--- src/rtl/core/chs_pkg.sv ---
// Shared types, constants and tables for the cosine hemisphere sampler.
package chs_pkg;

    localparam int QBITS     = 17;
    localparam int SQRT_STEPS = 16;

    localparam logic [29:0] PI4_Q30  = 30'd843314857;
    localparam logic [29:0] GAIN_Q30 = 30'd652032874;
    localparam logic [30:0] ONE_Q30  = 31'd1073741824;

    localparam logic [1:0] OP_FRONT  = 2'd0;
    localparam logic [1:0] OP_ANGLE  = 2'd1;
    localparam logic [1:0] OP_SCALE  = 2'd2;
    localparam logic [1:0] OP_SQUARE = 2'd3;

    typedef struct packed {
        logic               orig;
        logic [15:0]        r;
        logic               neg;
        logic [1:0]         base;
        logic [31:0]        rem;
        logic [16:0]        q;
        logic [1:0]         quad;
        logic signed [32:0] cx;
        logic signed [32:0] cy;
        logic signed [32:0] cz;
        logic signed [15:0] x;
        logic signed [15:0] y;
        logic [31:0]        v;
        logic [31:0]        res;
    } pipe_t;

    function automatic logic [30:0] atan_q30(input int i);
        logic [30:0] a;
        begin
            case (i)
                0:  a = 31'd843314857;
                1:  a = 31'd497837829;
                2:  a = 31'd263043837;
                3:  a = 31'd133525159;
                4:  a = 31'd67021687;
                5:  a = 31'd33543516;
                6:  a = 31'd16775851;
                7:  a = 31'd8388437;
                8:  a = 31'd4194283;
                9:  a = 31'd2097149;
                10: a = 31'd1048576;
                11: a = 31'd524288;
                12: a = 31'd262144;
                13: a = 31'd131072;
                14: a = 31'd65536;
                15: a = 31'd32768;
                16: a = 31'd16384;
                17: a = 31'd8192;
                18: a = 31'd4096;
                19: a = 31'd2048;
                20: a = 31'd1024;
                21: a = 31'd512;
                22: a = 31'd256;
                23: a = 31'd128;
                default: a = 31'd0;
            endcase
            atan_q30 = a;
        end
    endfunction

endpackage

--- src/rtl/core/chs_div_cell.sv ---
// Restoring division cell: one quotient bit per cell.
module chs_div_cell #(
    parameter int BIT = 16
) (
    input  logic            clk,
    input  logic            rst_n,
    input  logic            in_valid,
    output logic            in_ready,
    input  chs_pkg::pipe_t  in_data,
    output logic            out_valid,
    input  logic            out_ready,
    output chs_pkg::pipe_t  out_data
);

    logic           valid_reg;
    chs_pkg::pipe_t data_reg;
    chs_pkg::pipe_t data_next;
    logic [32:0]    sh;

    assign in_ready  = !valid_reg || out_ready;
    assign out_valid = valid_reg;
    assign out_data  = data_reg;

    always_comb
    begin
        data_next = in_data;
        sh = {17'd0, in_data.r} << BIT;
        if ({1'b0, in_data.rem} >= sh)
        begin
            data_next.rem    = in_data.rem - sh[31:0];
            data_next.q[BIT] = 1'b1;
        end
    end

    always_ff @(posedge clk or negedge rst_n)
    begin
        if (!rst_n)
            valid_reg <= 1'b0;
        else if (in_ready)
            valid_reg <= in_valid;
    end

    always_ff @(posedge clk)
    begin
        if (in_valid && in_ready)
            data_reg <= data_next;
    end

endmodule

--- config.mk ---
export PLATFORM = sky130hd
export DESIGN_NAME = chs_div_cell
export DESIGN_NICKNAME = d
export VERILOG_FILES = /design/src/rtl/core/chs_pkg.sv /design/src/rtl/core/chs_div_cell.sv
export SDC_FILE = /design/constraint.sdc
export NUM_CORES = 1
export LEC_CHECK = 0
export BUFFER_PORTS_ARGS = -buffer_cell sky130_fd_sc_hd__buf_2
export CAP_MARGIN = 25
export CORE_AREA = 5 5 205 207
export DETAILED_ROUTE_END_ITERATION = 7
export DIE_AREA = 0 0 210 212
export GPL_TIMING_DRIVEN = 0
export PLACE_DENSITY_LB_ADDON = 0.25
export SYNTH_ARGS = -nofsm -noshare
export SYNTH_HDL_FRONTEND = slang
export SYNTH_SLANG_ARGS = --single-unit
--- constraint.sdc ---
create_clock -name clk -period 17.4 [get_ports clk]
set_clock_uncertainty 0.05 [all_clocks]
set_input_delay 0.87 -clock clk [delete_from_list [all_inputs] [get_ports clk]]
set_output_delay 0.87 -clock clk [all_outputs]
set_load 0.03 [all_outputs]
==> summary.txt <==
CTS
  – Clk Latency, worst-skew pair: around 550 ps
  – CTS Sinks: between 200 and 300
  – CTS Buffer Depth: 3
  – H-Tree Depth: 1
  – CTS Buf Count: 30
  – Clock root buffer: clkbuf_16
  – Clk slew on worst S/H paths: ~60 ps
  – CTS tree: yes
  – Resize count post-CTS: 0

Yosys
  – Ys Warns: 0
  – Post-synthesis cell area: 9114 µm²
  – Xor/xnor share of the synthesized area: 0.9610%
  – Synth area leaders: edfxtp_1 88%, ha_1 2.2%, o21ai_0 1.2%
  – Synth Area per Inst: just over 20 µm²
  – Ys flop type: edfxtp_1
  – Simple-gate share of the synthesized area: 3.281%
  – Post-Synthesis Net Count: 726
  – Cell taking the most area after synthesis: edfxtp_1
  – EDFF count, synth: roughly 270
  – Combinational family with the most area after synthesis: compound AO/OA/AOI/OAI gates
  – Synth Area in Compound Gates: under 10%
  – Post-synthesis mux area share: less than 1%
  – Top cell type's share of synthesized area: 87.64%
  – Post-Synth Adder-Cell Area: between 2 and 2.5%
  – Register area share after synthesis: between 80 and 90%
  – Mapped Cells: approximately 440
  – Ys async rst share: 0.3745%
  – Netlist cell types: 42
  – Seq cells post-synth: between 200 and 300

Placement
  – Final HPWL DP: between 20000 and 25000 µm
  – # port buffers: 537
  – Gp weighted congestion: 0.8028

Detailed routing
  – Drt drc: 0
  – Final WL: 30300 µm
  – Drt initial violations: around 320
  – Total number of vias: slightly above 6000
  – Post-DRT Antenna Nets: 0
  – Vias per cell: roughly 3.9
  – DRT Pass-1 Iters: 4
  – Routed length per placed instance: between 15 and 20 µm

Floorplanning
  – Rows: 74
  – Die height: ~210 µm
  – Initial Util: roughly 23%
  – Core ar.: between 40000 and 50000 µm²
  – Die W: about 210 µm
  – Die area: 44520 µm²
  – I/O pins: around 540

Global route
  – Vias in the first global route: just over 6000
  – GRT overflow: 0
  – Largest net degree at the start of global routing: 66
  – First-pass GRT wire length: about 41000 µm
  – Initial antenna violation count: 3
  – Gr usage total: approximately an eighth

Setup path
  – CP Max Fanout: 10
  – Critical Path AT: 3080 ps
  – CP required: between 15000 and 20000 ps
  – Critical path type: in -> reg
  – Startpoint types: primary input
  – Crit. End Element: flip-flop

Finish
  – Most frequent cells in the layout: 543 x buf_2, 266 x edfxtp_1, 31 x clkbuf_16, 26 x nand2_1, 21 x o21ai_0
  – Layout cells sized above 1: approximately three fifths
  – Synth-to-Final Area Change: 48.12%
  – Most common cell after layout, fill and taps aside: buf_2
  – Nets: between 1000 and 1500

STA
  – Worst slew margin: 63.55%
  – Period utilization: between 10% and 20%
  – Slew Limit Fails: 0
  – RSZ-0062 raised after global routing: no
  – Setup TNS: 0 ps
  – Worst-Margin Slew: around 540 ps
  – Final hold vios: 0
  – Fin crit period: 2854 ps
  – Setup violators final: 0
  – Max frequency: approximately 350 MHz
  – Worst hold margin: 440.2 ps

Status
  – Status: complete, no violations

Pwr
  – PwrDens: around 120 nW/µm²
  – Leak Pwr: approximately 5.7 nW
  – Max rail drop VDD: 0.05595 mV

Hold path
  – Worst hold path type: in -> reg

Flow run
  – Max cap viols: 0
registers in the layout (all words and copies together) (netlist names):
name       flops
out_valid      1
out_data     266
layout make-up:
type / instances / area, µm²
Inverter: 20 / 75.07
Sequential cell: 267 / 8013
Tap cell: 532 / 665.6
Timing Repair Buffer: 542 / 2808
Antenna cell: 1 / 2.502
Clock inverter: 21 / 123.9
Multi-Input combinational cell: 146 / 998.5
Fill cell: 4037 / 26680
Clock buffer: 33 / 783.3
Buffer: 6 / 30.03
logic make-up after synthesis:
group           after synthesis
compound gates               58
xor+xnor                     10
fa+ha+maj                    17
buf+inv                      26
flops                       267
mux                           1
simple gates                 60
path summary, 6_finish.rpt:
path,startpoint,to,slack (ps),cells after the start
worst max-delay path,in_data[251],out_data[241]$_DFFE_PP_,14550,9
worst min-delay path,in_data[143],out_data[143]$_DFFE_PP_,440,1
worst max register to register,out_valid$_DFFE_PN0N_,out_data[95]$_DFFE_PP_,15330,4
worst min register to register,out_valid$_DFFE_PN0N_,out_valid$_DFFE_PN0N_,500,2
max in group asynchronous,rst_n,out_valid$_DFFE_PN0N_,16590,2
min in group asynchronous,rst_n,out_valid$_DFFE_PN0N_,610,2
cell usage after synthesis (3+ instances only):
cell type,count
edfxtp_1,266
nand2_1,26
o21ai_0,21
inv_1,20
ha_1,16
a21oi_1,14
nor2_1,7
buf_2,6
xnor2_1,6
nand3_1,4
nor4_1,4
xor2_1,4
a211oi_1,3
a21o_1,3
nand2b_1,3
nand4_1,3
o31ai_2,3
where the power goes:
part | leakage [nW] | switching, mW | internal (mW)
logic | 2.70 | 0.143 | 0.0640
registers | 2.54 | 0.00833 | 0.754
clock network | 0.444 | 0.260 | 0.325
per-layer routing:
| metal | vias up | wire length (µm) | track usage, % |
|---|---|---|---|
| met5 | - | 13 | 0 |
| met1 | 2899 | 11690 | 14.68 |
| li1 | 2868 | - | - |
| met3 | 42 | 2653 | 4.161 |
| met4 | 2 | 653 | 3.420 |
| met2 | 262 | 15290 | 21.73 |
worst max-delay path, cell delays in order:
cell,delay [ps]
buf_2,90
inv_1,40
ha_1,340
nor2b_1,190
o31ai_2,370
a211oi_2,180
o32ai_2,480
buf_2,350
o21ai_0,170
metrics by stage:
step | total power [mW] | area (µm²) | setup slack, ps | utilization, % | cells
after CTS | 1.586 | 13500 | 14510 | 33.59 | 1567
after floorplan | 0.9041 | 9114 | 9410 | - | 439
after detailed placement | 0.9857 | 12580 | 13900 | 31.31 | 1512
final | 1.554 | 13500 | 14550 | 33.59 | 1568
after global routing | 1.625 | 13500 | 14290 | 33.59 | 1567
after global placement | 0.9952 | 12470 | 6623 | 31.03 | 1508
what timing repair did:
action,4_1_cts,5_1_grt
setup buffers,0,0
hold buffers,1,0
endpoints found under the hold margin,1,0
(Power assumes the default switching activity.)
