## config.mk

```make
export PLATFORM = sky130hd
export DESIGN_NAME = chs_sqrt_cell
export DESIGN_NICKNAME = d
export VERILOG_FILES = /design/src/rtl/core/chs_pkg.sv /design/src/rtl/core/chs_sqrt_cell.sv
export SDC_FILE = /design/constraint.sdc
export NUM_CORES = 1
export LEC_CHECK = 0
export ABC_AREA = 0
export BUFFER_PORTS_ARGS = -buffer_cell sky130_fd_sc_hd__buf_2
export CORE_AREA = 5 5 204 206
export DETAILED_ROUTE_END_ITERATION = 10
export DIE_AREA = 0 0 209 211
export SKIP_CTS_REPAIR_TIMING = 1
export SYNTH_ARGS = -nofsm -noshare
export SYNTH_HDL_FRONTEND = slang
export SYNTH_SLANG_ARGS = --single-unit
```

## constraint.sdc

```tcl
create_clock -name clk -period 15.8 [get_ports clk]
set_input_delay 0 -clock clk [delete_from_list [all_inputs] [get_ports clk]]
set_output_delay 0 -clock clk [all_outputs]
set_load 0.01 [all_outputs]
```

## src/rtl/core/chs_pkg.sv

```systemverilog
// Shared types, constants and tables for the cosine hemisphere sampler.
package chs_pkg;

    localparam int QBITS     = 17;
    localparam int SQRT_STEPS = 16;

    localparam logic [29:0] PI4_Q30  = 30'd843314857;
    localparam logic [29:0] GAIN_Q30 = 30'd652032874;
    localparam logic [30:0] ONE_Q30  = 31'd1073741824;

    localparam logic [1:0] OP_FRONT  = 2'd0;
    localparam logic [1:0] OP_ANGLE  = 2'd1;
    localparam logic [1:0] OP_SCALE  = 2'd2;
    localparam logic [1:0] OP_SQUARE = 2'd3;

    typedef struct packed {
        logic               orig;
        logic [15:0]        r;
        logic               neg;
        logic [1:0]         base;
        logic [31:0]        rem;
        logic [16:0]        q;
        logic [1:0]         quad;
        logic signed [32:0] cx;
        logic signed [32:0] cy;
        logic signed [32:0] cz;
        logic signed [15:0] x;
        logic signed [15:0] y;
        logic [31:0]        v;
        logic [31:0]        res;
    } pipe_t;

    function automatic logic [30:0] atan_q30(input int i);
        logic [30:0] a;
        begin
            case (i)
                0:  a = 31'd843314857;
                1:  a = 31'd497837829;
                2:  a = 31'd263043837;
                3:  a = 31'd133525159;
                4:  a = 31'd67021687;
                5:  a = 31'd33543516;
                6:  a = 31'd16775851;
                7:  a = 31'd8388437;
                8:  a = 31'd4194283;
                9:  a = 31'd2097149;
                10: a = 31'd1048576;
                11: a = 31'd524288;
                12: a = 31'd262144;
                13: a = 31'd131072;
                14: a = 31'd65536;
                15: a = 31'd32768;
                16: a = 31'd16384;
                17: a = 31'd8192;
                18: a = 31'd4096;
                19: a = 31'd2048;
                20: a = 31'd1024;
                21: a = 31'd512;
                22: a = 31'd256;
                23: a = 31'd128;
                default: a = 31'd0;
            endcase
            atan_q30 = a;
        end
    endfunction

endpackage

```

## src/rtl/core/chs_sqrt_cell.sv

```systemverilog
// Integer square root cell: one result bit per cell.
module chs_sqrt_cell #(
    parameter int STEP = 0
) (
    input  logic            clk,
    input  logic            rst_n,
    input  logic            in_valid,
    output logic            in_ready,
    input  chs_pkg::pipe_t  in_data,
    output logic            out_valid,
    input  logic            out_ready,
    output chs_pkg::pipe_t  out_data
);

    localparam logic [31:0] BITV = 32'd1 << (30 - 2 * STEP);

    logic           valid_reg;
    chs_pkg::pipe_t data_reg;
    chs_pkg::pipe_t data_next;
    logic [31:0]    trial;

    assign in_ready  = !valid_reg || out_ready;
    assign out_valid = valid_reg;
    assign out_data  = data_reg;

    always_comb
    begin
        data_next = in_data;
        trial = in_data.res + BITV;
        if (in_data.v >= trial)
        begin
            data_next.v   = in_data.v - trial;
            data_next.res = (in_data.res >> 1) + BITV;
        end
        else
        begin
            data_next.res = in_data.res >> 1;
        end
    end

    always_ff @(posedge clk or negedge rst_n)
    begin
        if (!rst_n)
            valid_reg <= 1'b0;
        else if (in_ready)
            valid_reg <= in_valid;
    end

    always_ff @(posedge clk)
    begin
        if (in_valid && in_ready)
            data_reg <= data_next;
    end

endmodule

```

==> results by group <==
Timing
  • Fin. max-slew vios: 0
  • Max_slew headroom: 27.00%
  • Final worst path period need: 3687 ps
  • Final Setup Violations: 0
  • TNS Setup: 0 ps
  • Clock Skews: 14.61 ps
  • Fin. Hold Viols: 0
  • RSZ-0062 raised after global routing: false
  • PnR worst setup slack: 12,110 ps
  • Fin crit share: 23.33%
  • Slew @ Worst Pin: 1092 ps
  • Fmax: 0.2713 GHz

Setup path
  • Top delay family on crit path: buffers and inverters
  • CP max stage delay: 830 ps
  • Req. time, crit path: 16,100 ps
  • CP bufs+invs: 4
  • Setup crit start kind: input pin
  • Setup crit end kind: flip-flop
  • Crit path arrival time: 3980 ps
  • CP Cell Sequence: dlygate4sd3_1, buf_2, inv_1, ha_1, fa_1, nor2b_4, o31a_1, o41ai_2, nand4_1, nand3_1, a211oi_2, nor2_4, o21ai_0, dlygate4sd3_1
  • Crit Path Class: input pin to flip-flop
  • CP max-delay cell: nor2_4
  • Critical Path Most Common Cell: dlygate4sd3_1
  • Highest fanout seen on the critical path: 53

Die
  • Die width: 209 um
  • Die Ht: 211 um
  • Core Region: 0.03946 mm2
  • FP Rows: 73
  • Die ar.: 0.04410 mm2
  • Initial core utilization: 26.00%
  • Ports: 538

Final layout
  • Final core occ: 43.75%
  • Share of cells above drive strength 1: 41.11%
  • Final Non-Filler Cells: 2,004
  • Fill cell instance count of the final layout: 3,608
  • Nets: 1,755
  • Area Overhead vs Synth: 68.26%

Logic synthesis
  • Synth area leaders: edfxtp_1 (78%), ha_1 (3.9%), o21ai_0 (2.3%)
  • Number of synthesized flops with an enable pin: 266
  • Library cells used by synthesis: 59
  • Flops & latches, synth: 267
  • Sequential area share after synthesis: 78.10%
  • Synth Instances: 619
  • XOR/XNOR share of the synthesized area: 2.049%
  • Mux share of post-synthesis cell area: 0.3171%
  • Synth top area share: 77.85%
  • Async S/R FF share, synth: 0.3745%
  • Area fraction in and, or, nand and nor cells after synthesis: 5.537%
  • Area leader, netlist: edfxtp_1
  • Yosys warning total: 0
  • Synthesized cell area: 0.01026 mm2
  • Largest family of logic cells by synthesized area: compound AO/OA/AOI/OAI gates
  • Post-synth top cells: edfxtp_1 (266), o21ai_0 (47), nand2_1 (46), inv_1 (39), ha_1 (32)
  • Mean Syn Cell Area: 16.57 um2
  • Top_reg_cell synth: edfxtp_1
  • Top-count cell post-synth: edfxtp_1
  • Synth Area in Compound Gates: 7.902%
  • Post-Synth Adder-Cell Area: 4.098%
  • Post-Syn Nets: 922

Placed design
  • Post-DP HPWL: 30,010 um
  • I/O Buffers: 537
  • Dpl ws: 12,380 ps
  • Dpl cells: 1,675
  • GP Congestion: 0.8791

Power and ir drop
  • Max IR drop VDD: 0.08669 mV
  • Final Power: 1832 uW
  • Switching pwr: 455.5 uW
  • Cell leakage power: 0.007380 uW
  • Sequential power share: 46.3%
  • Cell-internal power: 1377 uW
  • Sw Share: 24.86%
  • Clk pwr share: 37.9%
  • Part of the power in combinational logic: 15.8%
  • Power per cell area: 106.1 mW/mm2

Clock tree
  • Root Driver: clkbuf_16
  • Clock Pin Slew Worst Setup and Hold Paths: 70 ps
  • Clock sink count: 267
  • Total CTS buffers: 30
  • Worst skew pair latency: 560 ps
  • Htree depth: 1
  • CTS tree: done
  • Maximum clock path buffer count: 3

Route
  • Drt initial violations: 499
  • DR vias/cell: 4.375
  • DR DRC count: 0
  • Via count: 8,767
  • Detailed-route wire length per cell: 20.81 um
  • DRT Pass-1 Iters: 6
  • Antenna-violating nets left: 0
  • Detailed Route WL: 41,710 um

Min path
  • Tightest Hold Check Type: input pin to flip-flop

Flow run
  • Maxcap violations: 0

GRT
  • Largest net degree at the start of global routing: 80
  • Initial antenna violation count: 4
  • Total grt overflow: 0
  • Total track usage: 15.79%
  • First-pass GRT wire length: 52,210 um
  • Vias in the first global route: 7,635

Run status
  • Outcome: finished clean
state kept, by name, summed over array words and instances, names as in the netlist:
| signal | count |
|---|---|
| out_data | 266 |
| out_valid | 1 |
layer usage:
metal / global-route usage, % / wire [um] / vias up
met5: 0 / 0 / -
met4: 4.028 / 1107 / 0
met2: 28.47 / 22120 / 404
met1: 18.39 / 15570 / 4270
met3: 4.857 / 2907 / 60
li1: - / - / 4033
cell families after synthesis:
family	Yosys count
mux	3
xor+xnor	24
compound gates	129
simple gates	115
fa+ha+maj	33
flops	267
buf+inv	48
cell type report:
class	instances	area [um2]	share of cell area, %
flip-flops and latches	267	8013	46.42
multi-input cells	304	2049	11.87
clock inverters	17	173.9	1.007
inverters	39	146.4	0.8480
diodes	5	12.51	0.07248
well taps	525	656.9	3.805
repair buffers	810	5413	31.35
clock buffers	37	798.3	4.624
layout by cell type, fill, tap and decap left out, types with 5 or more instances in the layout:
cell type	n
xor2_1	15
o21a_1	6
a21o_1	11
ha_1	32
nand2b_1	6
nand2_1	46
nand3_1	7
edfxtp_1	266
o21ai_0	47
nor2b_1	5
a21oi_1	29
buf_2	537
nor2_1	21
clkbuf_16	31
dlygate4sd3_1	270
clkinv_2	7
inv_1	39
a31oi_1	7
clkbuf_1	6
diode_2	5
xnor2_1	9
per-stage QoR:
| stage | instance area (um2) | hold slack, ps |
|---|---|---|
| finish | 17260 | 149.5 |
| global route | 17260 | 124.7 |
| CTS | 14550 | -833.6 |
| detailed placement | 13580 | -224.4 |
| global placement | 13580 | -225.0 |
| floorplan | 10260 | -295.6 |
final timing paths:
path,start,to,slack (ps),cells past startpoint
hold / removal,in_data[135],out_data[135],150,2
setup reg to reg,out_valid,out_data[256],12410,4
setup / recovery,in_data[32],out_data[32],12110,14
min in group asynchronous,rst_n,out_valid,270,3
max in group asynchronous,rst_n,out_valid,15420,3
hold reg to reg,out_valid,out_valid,1100,3
power by group through the flow:
stage | clock network, uW | logic (uW) | registers [uW]
floorplan | 0 | 92.5 | 894
global placement | 0 | 228 | 862
detailed placement | 0 | 232 | 862
CTS | 719 | 233 | 848
global route | 748 | 312 | 851
finish | 695 | 289 | 848
Power figures use the tool's default switching activity.
