===== src/rtl/core/chs_pkg.sv =====
// Shared types, constants and tables for the cosine hemisphere sampler.
package chs_pkg;

    localparam int QBITS     = 17;
    localparam int SQRT_STEPS = 16;

    localparam logic [29:0] PI4_Q30  = 30'd843314857;
    localparam logic [29:0] GAIN_Q30 = 30'd652032874;
    localparam logic [30:0] ONE_Q30  = 31'd1073741824;

    localparam logic [1:0] OP_FRONT  = 2'd0;
    localparam logic [1:0] OP_ANGLE  = 2'd1;
    localparam logic [1:0] OP_SCALE  = 2'd2;
    localparam logic [1:0] OP_SQUARE = 2'd3;

    typedef struct packed {
        logic               orig;
        logic [15:0]        r;
        logic               neg;
        logic [1:0]         base;
        logic [31:0]        rem;
        logic [16:0]        q;
        logic [1:0]         quad;
        logic signed [32:0] cx;
        logic signed [32:0] cy;
        logic signed [32:0] cz;
        logic signed [15:0] x;
        logic signed [15:0] y;
        logic [31:0]        v;
        logic [31:0]        res;
    } pipe_t;

    function automatic logic [30:0] atan_q30(input int i);
        logic [30:0] a;
        begin
            case (i)
                0:  a = 31'd843314857;
                1:  a = 31'd497837829;
                2:  a = 31'd263043837;
                3:  a = 31'd133525159;
                4:  a = 31'd67021687;
                5:  a = 31'd33543516;
                6:  a = 31'd16775851;
                7:  a = 31'd8388437;
                8:  a = 31'd4194283;
                9:  a = 31'd2097149;
                10: a = 31'd1048576;
                11: a = 31'd524288;
                12: a = 31'd262144;
                13: a = 31'd131072;
                14: a = 31'd65536;
                15: a = 31'd32768;
                16: a = 31'd16384;
                17: a = 31'd8192;
                18: a = 31'd4096;
                19: a = 31'd2048;
                20: a = 31'd1024;
                21: a = 31'd512;
                22: a = 31'd256;
                23: a = 31'd128;
                default: a = 31'd0;
            endcase
            atan_q30 = a;
        end
    endfunction

endpackage


===== src/rtl/core/chs_aux_cell.sv =====
// Single pipeline cell for region select, angle scaling, radius scaling and squaring.
module chs_aux_cell #(
    parameter logic [1:0] OP = 2'd0
) (
    input  logic            clk,
    input  logic            rst_n,
    input  logic            in_valid,
    output logic            in_ready,
    input  chs_pkg::pipe_t  in_data,
    output logic            out_valid,
    input  logic            out_ready,
    output chs_pkg::pipe_t  out_data
);

    logic           valid_reg;
    chs_pkg::pipe_t data_reg;
    chs_pkg::pipe_t data_next;

    logic signed [16:0] sx, sy, nsx, nsy, num;
    logic [15:0]        mag;
    logic signed [18:0] qs;
    logic [18:0]        theta;
    logic [46:0]        aprod;
    logic signed [32:0] sn, cs;
    logic signed [50:0] px, py;
    logic signed [50:0] rx, ry;
    logic signed [31:0] sqx, sqy;
    logic signed [33:0] sum;

    function automatic logic signed [15:0] sat16(input logic signed [50:0] p);
        begin
            if (p > 51'sd32767)
                sat16 = 16'sh7FFF;
            else if (p < -51'sd32768)
                sat16 = -16'sh8000;
            else
                sat16 = p[15:0];
        end
    endfunction

    assign in_ready  = !valid_reg || out_ready;
    assign out_valid = valid_reg;
    assign out_data  = data_reg;

    always_comb
    begin
        data_next = in_data;
        sx  = {in_data.x[15], in_data.x};
        sy  = {in_data.y[15], in_data.y};
        nsx = -sx;
        nsy = -sy;
        num = '0;
        mag = '0;
        qs = '0;
        theta = '0;
        aprod = '0;
        sn = '0;
        cs = '0;
        px = '0;
        py = '0;
        rx = '0;
        ry = '0;
        sqx = '0;
        sqy = '0;
        sum = '0;
        case (OP)
            chs_pkg::OP_FRONT:
            begin
                if (sx >= nsy)
                begin
                    if (sx > sy)
                    begin
                        data_next.r = sx[15:0]; num = sy;
                        data_next.neg = 1'b0; data_next.base = 2'd0;
                    end
                    else
                    begin
                        data_next.r = sy[15:0]; num = sx;
                        data_next.neg = 1'b1; data_next.base = 2'd1;
                    end
                end
                else
                begin
                    if (sx <= sy)
                    begin
                        data_next.r = nsx[15:0]; num = sy;
                        data_next.neg = 1'b1; data_next.base = 2'd2;
                    end
                    else
                    begin
                        data_next.r = nsy[15:0]; num = sx;
                        data_next.neg = 1'b0; data_next.base = 2'd3;
                    end
                end
                mag = num[16] ? 16'(-num) : num[15:0];
                data_next.neg  = data_next.neg ^ num[16];
                data_next.rem  = {mag, 16'd0};
                data_next.q    = '0;
                data_next.orig = (sx == 17'sd0) && (sy == 17'sd0);
            end
            chs_pkg::OP_ANGLE:
            begin
                qs = in_data.neg ? -$signed({2'b00, in_data.q}) : $signed({2'b00, in_data.q});
                theta = {in_data.base, 17'd0} + 19'(qs);
                aprod = 47'(theta[16:0]) * 47'(chs_pkg::PI4_Q30);
                data_next.quad = theta[18:17];
                data_next.cz = $signed({2'b00, aprod[46:16]});
                data_next.cx = $signed({3'b000, chs_pkg::GAIN_Q30});
                data_next.cy = '0;
            end
            chs_pkg::OP_SCALE:
            begin
                case (in_data.quad)
                    2'd0: begin sn = in_data.cy;  cs = in_data.cx;  end
                    2'd1: begin sn = in_data.cx;  cs = -in_data.cy; end
                    2'd2: begin sn = -in_data.cy; cs = -in_data.cx; end
                    default: begin sn = -in_data.cx; cs = in_data.cy; end
                endcase
                px = $signed({35'd0, in_data.r}) * 51'(sn);
                py = $signed({35'd0, in_data.r}) * 51'(cs);
                rx = (px + 51'sd536870912) >>> 30;
                ry = (py + 51'sd536870912) >>> 30;
                data_next.x = in_data.orig ? 16'sd0 : sat16(rx);
                data_next.y = in_data.orig ? 16'sd0 : sat16(ry);
            end
            default:
            begin
                sqx = in_data.x * in_data.x;
                sqy = in_data.y * in_data.y;
                sum = $signed({3'b000, chs_pkg::ONE_Q30}) - 34'(sqx) - 34'(sqy);
                data_next.v   = (sum > 34'sd0) ? sum[31:0] : 32'd0;
                data_next.res = '0;
            end
        endcase
    end

    always_ff @(posedge clk or negedge rst_n)
    begin
        if (!rst_n)
            valid_reg <= 1'b0;
        else if (in_ready)
            valid_reg <= in_valid;
    end

    always_ff @(posedge clk)
    begin
        if (in_valid && in_ready)
            data_reg <= data_next;
    end

endmodule


===== config.mk =====
export PLATFORM = sky130hd
export DESIGN_NAME = chs_aux_cell
export DESIGN_NICKNAME = d
export VERILOG_FILES = /design/src/rtl/core/chs_pkg.sv /design/src/rtl/core/chs_aux_cell.sv
export SDC_FILE = /design/constraint.sdc
export NUM_CORES = 1
export LEC_CHECK = 0
export BUFFER_PORTS_ARGS = -buffer_cell sky130_fd_sc_hd__clkbuf_2
export CAP_MARGIN = 15
export CORE_AREA = 2 2 209 211
export CTS_CLUSTER_DIAMETER = 50
export DETAILED_ROUTE_END_ITERATION = 6
export DIE_AREA = 0 0 211 213
export PLACE_DENSITY = 0.45
export SETUP_SLACK_MARGIN = 0.02
export SLEW_MARGIN = 10
export SYNTH_ARGS = -nofsm -noshare
export SYNTH_HDL_FRONTEND = slang
export SYNTH_SLANG_ARGS = --single-unit

===== constraint.sdc =====
create_clock -name clk -period 10.36 [get_ports clk]
set_clock_uncertainty 0.15 [all_clocks]
set_input_delay 1.554 -clock clk [delete_from_list [all_inputs] [get_ports clk]]
set_output_delay 1.554 -clock clk [all_outputs]
set_load 0.005 [all_outputs]

==> impl_metrics.env <==
export IMPL_setup_viol_count_final=0
export IMPL_crit_type="in2reg"
export IMPL_ys_seq_area_share_pct=70.9
export IMPL_synth_top_family_by_area="simple AND/OR/NAND/NOR gates"
export IMPL_synthSimpleGateAreaFrac_pct=8.52
export IMPL_synth_flop_cell="edfxtp_1"
export IMPL_core_area_sq_um=42700
export IMPL_row_count=76
export IMPL_fin_crit_ns=8.13
export IMPL_synth_seq_cells=234
export IMPL_whs_ns=0.384
export IMPL_cap_viol_max_count=0
export IMPL_final_period_utilization_pct=78.5
export IMPL_ant_nets=0
export IMPL_cts_max_level=2
export IMPL_max_slew_worst_pin_slew_ns=0.999
export IMPL_fin_tns_setup_ns=0
export IMPL_synth_area_sq_um=9900
export IMPL_tritoncts="done"
export IMPL_crit_path_start_kind="input pin"
export IMPL_power_density_nw_per_um2=195
export IMPL_path_delay_family="simple AND/OR/NAND/NOR gates"
export IMPL_fillCellCount=4348
export IMPL_clk_latency_ns=0.52
export IMPL_syn_avg_cell_area_sq_um=14.5
export IMPL_cts_resized=0
export IMPL_fin_nets=1433
export IMPL_cp_common_cell="ha_1"
export IMPL_power_total_mw=2.67
export IMPL_drc=0
export IMPL_synth_async_reset_ratio_pct=0.427
export IMPL_cp_max_fo=20
export IMPL_synth_xor_area_share_pct=3.36
export IMPL_start_util_pct=23.2
export IMPL_drt_total_wl_um=35900
export IMPL_grt_antenna_before_repair=10
export IMPL_critPathCaptureType="register"
export IMPL_muxShareOfSynthArea_pct=0.202
export IMPL_gp_congestion=0.788
export IMPL_synth_cell_type_count=52
export IMPL_ios=538
export IMPL_vias=7375
export IMPL_hold_viol=0
export IMPL_slowest_delay_ns=0.80
export IMPL_io_buffers=435
export IMPL_grt_max_degree=69
export IMPL_synthAdderAreaFrac_pct=4.55
export IMPL_die_area_sq_um=44900
export IMPL_wire_per_inst_um=21.1
export IMPL_viasPerCell=4.34
export IMPL_die_h_um=213
export IMPL_cts_path_max_buffers=3
export IMPL_synthCells=681
export IMPL_slew_viol_final=0
export IMPL_status="finished clean"
export IMPL_synth_edff_count=233
export IMPL_root_buffer="clkbuf_16"
export IMPL_cts_hold_buffers_added=0
export IMPL_die_w_um=211
export IMPL_syn_to_final_growth_pct=38.7
export IMPL_cts_sinks=234
export IMPL_max_freq_mhz=123
export IMPL_crit_arrival_ns=8.19
export IMPL_path_clk_slew_ns=0.06
export IMPL_p_leak_nw=5.80
export IMPL_crit_chain="clkbuf_2, nor4_1, nand3_1, or3_1, or3_1, nor3_1, ha_1, inv_1, ha_1, a31oi_1, nor2b_1, a32oi_1, mux2i_2, xnor2_2, nor2_1, a21oi_1, ha_1, nand2_1, or4_1, or4_1, o31ai_1, xnor2_1, nand2_1, o21ai_0"
export IMPL_grt_pass1_wl_um=49700
export IMPL_maxSlewHeadroom_pct=33.1
export IMPL_first_pass_iters=5
export IMPL_grt_pass1_vias=7067
export IMPL_cp_slowest_cell="xnor2_2"
export IMPL_track_usage_pct=15.4
export IMPL_cts_setup_buffers=0
export IMPL_vdd_ir_drop_max_uv=123
export IMPL_grt_overflow=0
export IMPL_cts_buffers=34
export IMPL_hpwl_um=27400
export IMPL_path_buf_inv=2
export IMPL_first_iter_violations=503
export IMPL_rsz0062_at_grt="false"
export IMPL_yosys_warnings=0
export IMPL_min_path_type="reg2reg"
export IMPL_synth_compound_area_share_pct=7.43
export IMPL_cp_required_ns=10.43
export IMPL_drive_gt1_share_pct=43.5
## synth_stat cells (8+ instances only)
cell        n  area, sq um
nand4_1    10         62.6
nor3_1      8         40.0
a211oi_1    8         60.1
inv_1      30          113
xnor2_1    31          272
ha_1       36          450
nand3_1    24          120
edfxtp_1  233         7000
clkbuf_1   24         90.1
o21ai_0    37          185
nor2_1     26         97.6
buf_4      33          248
or3_1      12         75.1
a21boi_0    8         60.1
a21oi_1    24          120
nand2_1    45          169
## metal layers
layer  up-vias  GRT usage, %  routed length [um]  share of wire (%)
met3        68          5.56                3150                8.8
li1       3403             -                   -                  -
met5         -             0                 133               0.37
met1      3557          15.7               12400                 35
met4        18          5.85                1100                3.1
met2       329          28.6               19100                 53
## where the power goes
group | total (mW) | switching [mW] | internal (mW)
sequential | 1.14 | 0.0161 | 1.13
combinational | 0.345 | 0.215 | 0.131
clock | 1.19 | 0.437 | 0.749
total | 2.67 | 0.667 | 2.01
## registers in the layout (all words and copies together) (netlist names)
signal     flops
out_valid      1
out_data     233
## logic make-up after synthesis
kind of cell | Yosys count
buf+inv | 94
fa+ha+maj | 36
other cells | 1
flops | 234
compound gates | 116
simple gates | 160
xor+xnor | 38
mux | 2
## cell usage in the layout, fill, tap and decap left out, drive strengths merged, types with 5 or more instances in the layout
master and instances:
o211ai 6, nor3 9, nand2 45, o31ai 7
a21oi 24, xor2 7, or4 8, a221oi 7
edfxtp 233, buf 7, ha 36, a211oi 8
inv 32, conb 33, clkinv 10, nand4 10
xnor2 31, o21ai 39, bufinv 5, a21boi 8
nand3 24, or3 13, nand2b 6, clkbuf 475
nor2 26
## metrics by stage
stage / instances / instance area [sq um] / setup slack [ns] / utilization (%)
after detailed placement: 1637 / 12600 / 1.70 / 29.4
after global routing: 1698 / 13700 / 1.54 / 32.2
after CTS: 1697 / 13700 / 2.21 / 32.2
after floorplan: 713 / 10000 / 2.56 / -
after global placement: 1637 / 12600 / 1.72 / 29.4
final: 1698 / 13700 / 2.23 / 32.2
## worst paths after layout
kind	startpoint	cells after the start	endpoint	slack (ns)
max	in_data[66]	24	out_data[244]$_DFFE_PP_	2.23
min	out_valid$_DFFE_PN0N_	2	out_valid$_DFFE_PN0N_	0.38
max reg2reg	out_valid$_DFFE_PN0N_	3	out_data[155]$_DFFE_PP_	7.83
min reg2reg	out_valid$_DFFE_PN0N_	2	out_valid$_DFFE_PN0N_	0.38
max in group asynchronous	rst_n	1	out_valid$_DFFE_PN0N_	9.34
min in group asynchronous	rst_n	1	out_valid$_DFFE_PN0N_	0.64
## tightest hold or removal path: cells and delay by family (launching register included)
family,cells,cell delay [ns]
flip-flops,1,0.34
AND/OR/NAND/NOR,2,0.17
## cell type report
| class | count | area (sq um) | share of cell area (%) |
|---|---|---|---|
| Inverter | 30 | 113 | 0.820 |
| Timing Repair Buffer | 442 | 2230 | 16.2 |
| Sequential cell | 234 | 7020 | 51.1 |
| Antenna cell | 1 | 2.50 | 0.0182 |
| Clock inverter | 20 | 268 | 1.95 |
| Tap cell | 546 | 683 | 4.97 |
| Clock buffer | 40 | 895 | 6.51 |
| Multi-Input combinational cell | 385 | 2520 | 18.4 |
No activity file was read; power rests on OpenSTA's default activity.
