<file path="src/rtl/core/chs_pkg.sv">
// Shared types, constants and tables for the cosine hemisphere sampler.
package chs_pkg;

    localparam int QBITS     = 17;
    localparam int SQRT_STEPS = 16;

    localparam logic [29:0] PI4_Q30  = 30'd843314857;
    localparam logic [29:0] GAIN_Q30 = 30'd652032874;
    localparam logic [30:0] ONE_Q30  = 31'd1073741824;

    localparam logic [1:0] OP_FRONT  = 2'd0;
    localparam logic [1:0] OP_ANGLE  = 2'd1;
    localparam logic [1:0] OP_SCALE  = 2'd2;
    localparam logic [1:0] OP_SQUARE = 2'd3;

    typedef struct packed {
        logic               orig;
        logic [15:0]        r;
        logic               neg;
        logic [1:0]         base;
        logic [31:0]        rem;
        logic [16:0]        q;
        logic [1:0]         quad;
        logic signed [32:0] cx;
        logic signed [32:0] cy;
        logic signed [32:0] cz;
        logic signed [15:0] x;
        logic signed [15:0] y;
        logic [31:0]        v;
        logic [31:0]        res;
    } pipe_t;

    function automatic logic [30:0] atan_q30(input int i);
        logic [30:0] a;
        begin
            case (i)
                0:  a = 31'd843314857;
                1:  a = 31'd497837829;
                2:  a = 31'd263043837;
                3:  a = 31'd133525159;
                4:  a = 31'd67021687;
                5:  a = 31'd33543516;
                6:  a = 31'd16775851;
                7:  a = 31'd8388437;
                8:  a = 31'd4194283;
                9:  a = 31'd2097149;
                10: a = 31'd1048576;
                11: a = 31'd524288;
                12: a = 31'd262144;
                13: a = 31'd131072;
                14: a = 31'd65536;
                15: a = 31'd32768;
                16: a = 31'd16384;
                17: a = 31'd8192;
                18: a = 31'd4096;
                19: a = 31'd2048;
                20: a = 31'd1024;
                21: a = 31'd512;
                22: a = 31'd256;
                23: a = 31'd128;
                default: a = 31'd0;
            endcase
            atan_q30 = a;
        end
    endfunction

endpackage

</file>
<file path="src/rtl/core/chs_cordic_cell.sv">
// CORDIC rotation cell: one micro-rotation per cell.
module chs_cordic_cell #(
    parameter int STEP = 0
) (
    input  logic            clk,
    input  logic            rst_n,
    input  logic            in_valid,
    output logic            in_ready,
    input  chs_pkg::pipe_t  in_data,
    output logic            out_valid,
    input  logic            out_ready,
    output chs_pkg::pipe_t  out_data
);

    localparam logic signed [32:0] ANG = $signed({2'b00, chs_pkg::atan_q30(STEP)});

    logic               valid_reg;
    chs_pkg::pipe_t     data_reg;
    chs_pkg::pipe_t     data_next;
    logic signed [32:0] dx, dy;

    assign in_ready  = !valid_reg || out_ready;
    assign out_valid = valid_reg;
    assign out_data  = data_reg;

    always_comb
    begin
        data_next = in_data;
        dx = in_data.cy >>> STEP;
        dy = in_data.cx >>> STEP;
        if (!in_data.cz[32])
        begin
            data_next.cx = in_data.cx - dx;
            data_next.cy = in_data.cy + dy;
            data_next.cz = in_data.cz - ANG;
        end
        else
        begin
            data_next.cx = in_data.cx + dx;
            data_next.cy = in_data.cy - dy;
            data_next.cz = in_data.cz + ANG;
        end
    end

    always_ff @(posedge clk or negedge rst_n)
    begin
        if (!rst_n)
            valid_reg <= 1'b0;
        else if (in_ready)
            valid_reg <= in_valid;
    end

    always_ff @(posedge clk)
    begin
        if (in_valid && in_ready)
            data_reg <= data_next;
    end

endmodule

</file>
<file path="config.mk">
export PLATFORM = sky130hd
export DESIGN_NAME = chs_cordic_cell
export DESIGN_NICKNAME = d
export VERILOG_FILES = /design/src/rtl/core/chs_pkg.sv /design/src/rtl/core/chs_cordic_cell.sv
export SDC_FILE = /design/constraint.sdc
export NUM_CORES = 1
export LEC_CHECK = 0
export BUFFER_PORTS_ARGS = -buffer_cell sky130_fd_sc_hd__buf_2
export CAP_MARGIN = 20
export CELL_PAD_IN_SITES_DETAIL_PLACEMENT = 0
export CELL_PAD_IN_SITES_GLOBAL_PLACEMENT = 2
export CORE_MARGIN = 4
export CORE_UTILIZATION = 35
export CTS_BUF_LIST = sky130_fd_sc_hd__clkbuf_4
export CTS_CLUSTER_SIZE = 10
export DETAILED_ROUTE_END_ITERATION = 8
export GPL_ROUTABILITY_DRIVEN = 0
export GPL_TIMING_DRIVEN = 0
export PLACE_DENSITY = 0.93
export SETUP_SLACK_MARGIN = 0.4
export SLEW_MARGIN = 10
export SYNTH_ARGS = -nofsm -noshare
export SYNTH_HDL_FRONTEND = slang
export SYNTH_SLANG_ARGS = --single-unit
</file>
<file path="constraint.sdc">
create_clock -name clk -period 15.7 [get_ports clk]
set_input_delay 0.785 -clock clk [delete_from_list [all_inputs] [get_ports clk]]
set_output_delay 0.785 -clock clk [all_outputs]
set_load 0.005 [all_outputs]
</file>
==> results of run 1 <==
worst register-to-register path, delay by kind of cell (launching register included):
kind,cells,cell delay (ns)
buffers and inverters,2,0.75
DFF,1,0.38
and+or+nand+nor,2,0.59
state kept, by name, summed over array words and instances, names as in the netlist:
| name | cells |
|---|---|
| out_data | 265 |
| out_valid | 1 |
area by class of cell:
type,instances,area (µm²),area share (%)
Sequential cell,266,7980,40.3
Clock buffer,98,736,3.71
Buffer,51,229,1.16
Antenna cell,17,42.5,0.215
Clock inverter,40,204,1.03
Inverter,107,402,2.03
Timing Repair Buffer,542,2810,14.2
Tap cell,585,732,3.69
Multi-Input combinational cell,924,6680,33.7
metrics by stage:
step / std cells / cell area, µm² / total power, W / utilization (%) / hold slack (ns)
final: 2630 / 19800 / 0.00198 / 45.9 / 0.151
after floorplan: 1348 / 15300 / 0.00116 / - / 0.489
after CTS: 2613 / 19800 / 0.00201 / 45.8 / 0.0406
after detailed placement: 2474 / 18800 / 0.00135 / 43.6 / 0.555
after global routing: 2617 / 19800 / 0.00209 / 45.8 / 0.0780
after global placement: 2470 / 18700 / 0.00136 / 43.3 / 0.543
cell usage in the layout (no fill, tap or decap), types with 17 or more instances in the layout:
cell	count
clkinv_1	33
a21oi_1	131
nor2_1	93
a21o_1	34
buf_2	546
inv_1	101
o21ai_0	58
edfxtp_1	265
nand2_1	73
nor3_1	17
ha_1	127
o21bai_1	20
nor2b_1	17
diode_2	17
xnor2_1	78
clkbuf_1	29
clkbuf_4	98
kinds of logic (layout without fill, tap and decap cells):
group,after synthesis,count (layout)
mux,15,15
flops,266,266
xor+xnor,93,93
fa+ha+maj,131,131
compound gates,388,388
buf+inv,158,838
other cells,0,17
simple gates,297,297
cell usage after synthesis, types with 12 or more instances:
cell,number,share of area (%)
xnor2_1,78,4.5
o21bai_1,20,0.98
nand2b_1,15,0.61
edfxtp_1,265,52
a31oi_1,12,0.49
o21ai_0,58,1.9
a21oi_1,131,4.3
ha_1,127,10
o21a_1,15,0.74
nor2_1,93,2.3
xor2_1,15,0.86
nor3_1,17,0.56
nor2b_1,17,0.70
a21o_1,34,1.7
clkbuf_1,29,0.71
o21ai_1,12,0.39
nand2_1,73,1.8
inv_1,101,2.5
nand3_1,15,0.49
mux2i_1,15,0.98
per-layer routing:
layer  vias to the layer above  global-route usage, %  share of wire (%)
met5                         -                      0               0.41
met4                        42                   12.8                4.6
met3                       175                   10.3                 11
met2                       681                   41.1                 46
met1                      6570                   30.3                 38
li1                       6262                      -                  -
how the worst min path moves through the flow:
stage	start	to	depth (start not counted)
3_5_place_dp	out_valid	out_valid	2
2_1_floorplan	rst_n	out_valid	0
3_3_place_gp	out_valid	out_valid	2
6_report	in_data[237]	out_data[237]	1
5_1_grt	in_data[1]	out_data[1]	1
4_1_cts	in_data[237]	out_data[237]	1
where the power goes:
part / switching, W / internal (W) / total [W]
registers: 0.0000170 / 0.000859 / 0.000876
clock network: 0.000324 / 0.000314 / 0.000638
logic: 0.000286 / 0.000184 / 0.000470
total: 0.000626 / 0.00136 / 0.00198
==> run summary, run 1 <==
status - finished clean
area delta synth->final - 29.6%
CTS tree - built
largest net degree at the start of global routing - 71
post-synthesis mux area share - 0.982%
starting density of the core - 35.4%
first-pass GRT wire length - 89400 µm
clk buf depth - 3
Tmin final - 5.10 ns
Post-Synth Simple-Gate Area - 9.57%
R2R Setup Slk - 13.57 ns
Primary FF master, synth - edfxtp_1
worst min path class - in -> reg
critical path endpoint category - register
Crit-path slowest cell - buf_2
xor/xnor cell area share of the yosys netlist - 5.33%
io pins - 538
FILL cells - 4166
highest clock rate - 196 MHz
Buf/Inv on CP - 4
Synth async-reset ratio - 0.376%
worst setup path class - in -> reg
Post-synth EDFFs - 265
Core ar. - 0.0432 mm²
Startpoint Class - input pin
DR iter-0 viols - 1377
Cells after Synth - 1348
Worst Path Arrival - 5.61 ns
Port Buf Inserts - 537
Vias - 13700
post-synth net total - 1749
ANT nets after route - 0
Max stage delay on crit path - 0.51 ns
CTS Root Cell - clkbuf_4
WP depth - 14
Residual DRC - 0
CTS H-Tree Depth - 3
Final Hold Vio Count - 0
Synth Area in Adders - 10.9%
fin crit share - 32.5%
Clk Latency, worst-skew pair - 0.81 ns
peak supply drop - 0.0495 mV
WL final - 63400 µm
Worst Tran Pin Value - 0.852 ns
Synth Warn # - 0
critical path peak fanout - 25
Post-Place Setup Slack - 9.94 ns
Num CTS Buffers - 76
DIE HEIGHT - 217 µm
clock transition at the registers of the reported paths - 0.07 ns
total negative slack - 0 ns
cts hold-fix bufs - 1
endpoints failing setup - 0
worst r2r src - out_valid
DPL Wire Length - 50600 µm
Setup Skew - 0.0480 ns
pwr dens - 100 mW/mm²
Slew headroom - 43.2%
Slew Limit Fails - 0
crit path cell chain - buf_2, clkinv_1, clkbuf_1, buf_2, ha_1, nor2b_1, o21ai_0, a21boi_0, o2111ai_1, a2111oi_2, o21ai_1, o21ai_1, a2111oi_0, or3_1
std cell rows - 76
fin nets - 2369
drt pass-1 iters - 6
register bit total from synthesis - 266
Leakage - 8.68 nW
RSZ-0062 raised after global routing - no
max cap viols - 0
WP data required - 16.21 ns
share of the yosys chip area belonging to registers - 52.2%
Final WS setup - 10.60 ns
Crit path max-delay family - compound AO/OA/AOI/OAI gates
drt wl/cell - 24.1 µm
termination of the worst setup path - out_data[128]
Synth cell types - 83
main combinational cell family by area after synthesis - compound AO/OA/AOI/OAI gates
Synth Area in Compound Gates - 16.9%
CP startpoint - in_data[128]
post_cts resized - 0
FF-to-FF path depth - 4
Die ar. - 0.0471 mm²
Reg-to-Reg End - out_data[139]
initial antenna violation count - 39
Mapped Area - 0.0153 mm²
DR vias/cell - 5.22
number of global-route vias before repair - 13600
share of cells above drive strength 1 - 34.6%
clock sink count - 266
gr ovfl total - 0
Chip Width - 217 µm
Setup Buffers After CTS - 0
All-Layer GR Usage - 25.8%
Avg Inst Size Synth - 11.3 µm²
Note: power is estimated with default switching activity, not from simulation.
==> run 2, diff against run 1 <==
- ABC_AREA: unset -> 1
- CORE_UTILIZATION: 35 -> 30
- PLACE_DENSITY: 0.93 -> 0.87
- clock period: 15.7 -> 5 ns (I/O delays scaled with it)
==> run 2 against run 1 <==
- combinational power rose to 4.0 times the previous value
- clock power rose to 3.2 times the previous value
- register-to-register slack got worse by 11 ns
- critical path depth fell by 2
- worst setup slack got worse by 8.6 ns
- die area rose by 33%
- cell area rose by 24%
- non-clock buffer count rose by 203
- via count rose by 35%
- sequential power rose to 3.1 times the previous value
- critical path type unchanged
- critical endpoint is now out_data[124]
- largest cell class unchanged
- highest routed layer unchanged
==> run summary, run 2 <==
status - finished clean (unchanged)
Synth Area in Compound Gates - 6.90% (was 16.9%)
Tmin final - 3.02 ns
DPL Wire Length - 67300 µm (was 50600 µm)
Crit-path slowest cell - ha_1 (was buf_2)
Residual DRC - 0 (unchanged)
Startpoint Class - input pin (unchanged)
RSZ-0062 raised after global routing - no (unchanged)
main area contributors after synthesis - edfxtp_1 (45%), nand2_1 (16%), ha_1 (9.0%) (was edfxtp_1 (52%), ha_1 (10%), xnor2_1 (4.5%))
Buf/Inv on CP - 4 (unchanged)
CTS tree - built (unchanged)
Worst Hold End - out_data[124] (was out_data[237])
number of global-route vias before repair - 18700 (was 13600)
Vias - 18600 (was 13700)
max reg flops - 265 (unchanged)
drt pass-1 iters - 6 (unchanged)
peak supply drop - 0.202 mV (was 0.0495 mV)
max cap viols - 0 (unchanged)
Mapped Area - 0.0176 mm² (was 0.0153 mm²)
io pins - 538 (unchanged)
clock power share - 31.1% (was 32.2%)
post-synthesis mux area share - 0% (was 0.982%)
Synth Area in Adders - 9.47% (was 10.9%)
Slew headroom - 20.4% (was 43.2%)
FILL cells - 5915 (was 4166)
Worst Path Arrival - 3.57 ns (was 5.61 ns)
largest area contributor in the netlist - edfxtp_1 (unchanged)
Avg Inst Size Synth - 7.86 µm² (was 11.3 µm²)
Post-Synth Simple-Gate Area - 26.6% (was 9.57%)
initial antenna violation count - 18 (was 39)
clock sink count - 266 (unchanged)
hold slack - 0.0787 ns (was 0.151 ns)
Worst Hold Path Cells - 4 (was 1)
Port Buf Inserts - 537 (unchanged)
ANT nets after route - 0 (unchanged)
share of the synthesized area in the top cell type - 45.2% (was 52.0%)
DR vias/cell - 4.76 (was 5.22)
Gate power share - 28.0% (was 23.7%)
Crit path max-delay family - buffers and inverters (was compound AO/OA/AOI/OAI gates)
std cell rows - 88 (was 76)
fin crit share - 60.4%
Post-synth top cells - nand2_1 (764), inv_1 (381), edfxtp_1 (265), nand3_1 (183), nor2_1 (155) (was edfxtp_1 (265), a21oi_1 (131), ha_1 (127), inv_1 (101), nor2_1 (93))
Setup Skew - 0.0639 ns (was 0.0480 ns)
pwr dens - 272 mW/mm² (was 100 mW/mm²)
Primary FF master, synth - edfxtp_1 (unchanged)
min-delay src - in_data[124] (was in_data[237])
worst setup path class - in -> reg (unchanged)
gr ovfl total - 0 (unchanged)
Core ar. - 0.0579 mm² (was 0.0432 mm²)
DIE HEIGHT - 250 µm (was 217 µm)
leading cell type in the layout, fill and taps excluded - nand2_1 (was buf_2)
area delta synth->final - 39.2% (was 29.6%)
Num CTS Buffers - 73 (was 76)
FF-to-FF path depth - 5 (was 4)
Leakage - 12.4 nW (was 8.68 nW)
internal power - 0.00438 W (was 0.00136 W)
main combinational cell family by area after synthesis - simple AND/OR/NAND/NOR gates (was compound AO/OA/AOI/OAI gates)
Setup Buffers After CTS - 0 (unchanged)
critical path peak fanout - 25 (unchanged)
worst min path class - in -> reg (unchanged)
worst r2r src - out_valid (unchanged)
CTS Root Cell - clkbuf_4 (unchanged)
share of cells above drive strength 1 - 22.8% (was 34.6%)
cell with the most instances after synthesis - nand2_1 (was edfxtp_1)
R2R Setup Slk - 2.58 ns (was 13.57 ns)
largest net degree at the start of global routing - 30 (was 71)
Cells after Synth - 2242 (was 1348)
Die ar. - 0.0627 mm² (was 0.0471 mm²)
fin nets - 3470 (was 2369)
clk buf depth - 3 (unchanged)
post-synth net total - 2643 (was 1749)
Synth cell types - 39 (was 83)
Synth Warn # - 0 (unchanged)
Post-synth EDFFs - 265 (unchanged)
Final Hold Vio Count - 0 (unchanged)
DR iter-0 viols - 1305 (was 1377)
Slew Limit Fails - 0 (unchanged)
WL final - 83400 µm (was 63400 µm)
highest clock rate - 331 MHz
P_sw - 0.00230 W (was 0.000626 W)
CTS H-Tree Depth - 3 (unchanged)
Chip Width - 250 µm (was 217 µm)
WP data required - 5.55 ns (was 16.21 ns)
clock transition at the registers of the reported paths - 0.06 ns (was 0.07 ns)
starting density of the core - 30.4% (was 35.4%)
footprint of the multi-input gates - 0.00795 mm² (was 0.00668 mm²)
endpoints failing setup - 0 (unchanged)
Clk Latency, worst-skew pair - 0.82 ns (was 0.81 ns)
Reg area - 0.00798 mm² (unchanged)
critical path endpoint category - register (unchanged)
share of the yosys chip area belonging to registers - 45.3% (was 52.2%)
post_cts resized - 0 (unchanged)
crit path cell chain - buf_2, clkbuf_1, clkinv_1, buf_2, ha_1, nand2_1, o21ai_2, a21oi_1, o21ai_0, nand2_1, nand3_1, nand2_1 (was buf_2, clkinv_1, clkbuf_1, buf_2, ha_1, nor2b_1, o21ai_0, a21boi_0, o2111ai_1, a2111oi_2, o21ai_1, o21ai_1, a2111oi_0, or3_1)
register bit total from synthesis - 266 (unchanged)
drt wl/cell - 21.4 µm (was 24.1 µm)
Core Util, Final - 42.3% (was 45.9%)
first-pass GRT wire length - 120000 µm (was 89400 µm)
Reg power frac - 41.0% (was 44.2%)
Synth async-reset ratio - 0.376% (unchanged)
xor/xnor cell area share of the yosys netlist - 2.14% (was 5.33%)
Max stage delay on crit path - 0.55 ns (was 0.51 ns)
CP most frequent cell - nand2_1
sw frac - 34.4% (was 31.6%)
All-Layer GR Usage - 25.6% (was 25.8%)
commonest non-fill, non-tap cells in the layout - nand2_1 (764), buf_2 (557), inv_1 (381) (was buf_2 (546), edfxtp_1 (265), a21oi_1 (131))
Worst Tran Pin Value - 1.19 ns (was 0.852 ns)
Reg-to-Reg End - out_data[11] (was out_data[139])
-- run 2: what timing repair did --
item	4_1_cts	5_1_grt
hold buffers	205	0
endpoints found under the hold margin	210	0
setup endpoints to repair	0	0
-- run 2: power by group through the flow --
stage | registers [W] | logic (W) | clock network (W)
floorplan | 0.00280 | 0.000914 | 0
global placement | 0.00281 | 0.00166 | 0
detailed placement | 0.00278 | 0.00170 | 0
CTS | 0.00274 | 0.00185 | 0.00214
global route | 0.00275 | 0.00206 | 0.00225
finish | 0.00274 | 0.00187 | 0.00207
-- run 2: cell type report --
| class | instances | area share, % |
|---|---|---|
| antenna | 11 | 0.112 |
| buffer | 44 | 1.05 |
| clock buffer | 96 | 2.94 |
| clock inverter | 36 | 0.934 |
| inverter | 384 | 5.88 |
| multi-input combinational | 1548 | 32.4 |
| sequential | 266 | 32.6 |
| tap | 765 | 3.90 |
| timing repair buffer | 752 | 20.2 |
-- run 2: worst max-delay path by stage --
stage,slack [ns],endpoint,startpoint,cells after the start
finish,1.98,out_data[124],in_data[128],12
global route,1.79,out_data[124],in_data[128],12
CTS,2.08,out_data[124],in_data[128],12
detailed placement,1.19,out_data[124],in_data[128],12
global placement,-2.09,out_data[259],out_ready,3
floorplan,-0.22,out_data[0],out_valid,1
-- run 2: logic make-up (layout without fill, tap and decap cells) --
logic type | after synthesis | count (layout)
buffers and inverters | 428 | 1312
flip-flops | 266 | 266
XOR/XNOR | 43 | 43
adder cells (fa/ha/maj) | 131 | 131
AND/OR/NAND/NOR | 1151 | 1151
AO/OA/AOI/OAI | 223 | 223
other | 0 | 11
-- run 2: per-stage QoR --
step	worst slack (ns)	TNS [ns]	cell area, µm²	total power [W]	instances
2_1_floorplan	-0.218	-57.64	17600	0.00372	2242
3_3_place_gp	-2.09	-540.57	21300	0.00447	3544
3_5_place_dp	1.19	0	21500	0.00448	3554
4_1_cts	2.08	0	24500	0.00673	3891
5_1_grt	1.79	0	24500	0.00706	3898
6_report	1.98	0	24500	0.00668	3902
-- run 2: routing by layer --
metal / global-route usage, % / routed length [µm] / up-vias
met4: 9.38 / 3070 / 6
met1: 32.5 / 35100 / 8688
li1: - / - / 8912
met5: 0 / 38 / -
met3: 7.12 / 7390 / 166
met2: 41.9 / 37800 / 813
-- run 2: tightest hold or removal path, delay by kind of cell --
family,cells,cell delay [ns]
simple gates,2,0.19
buf+inv,1,0.08
fa+ha+maj,1,0.24
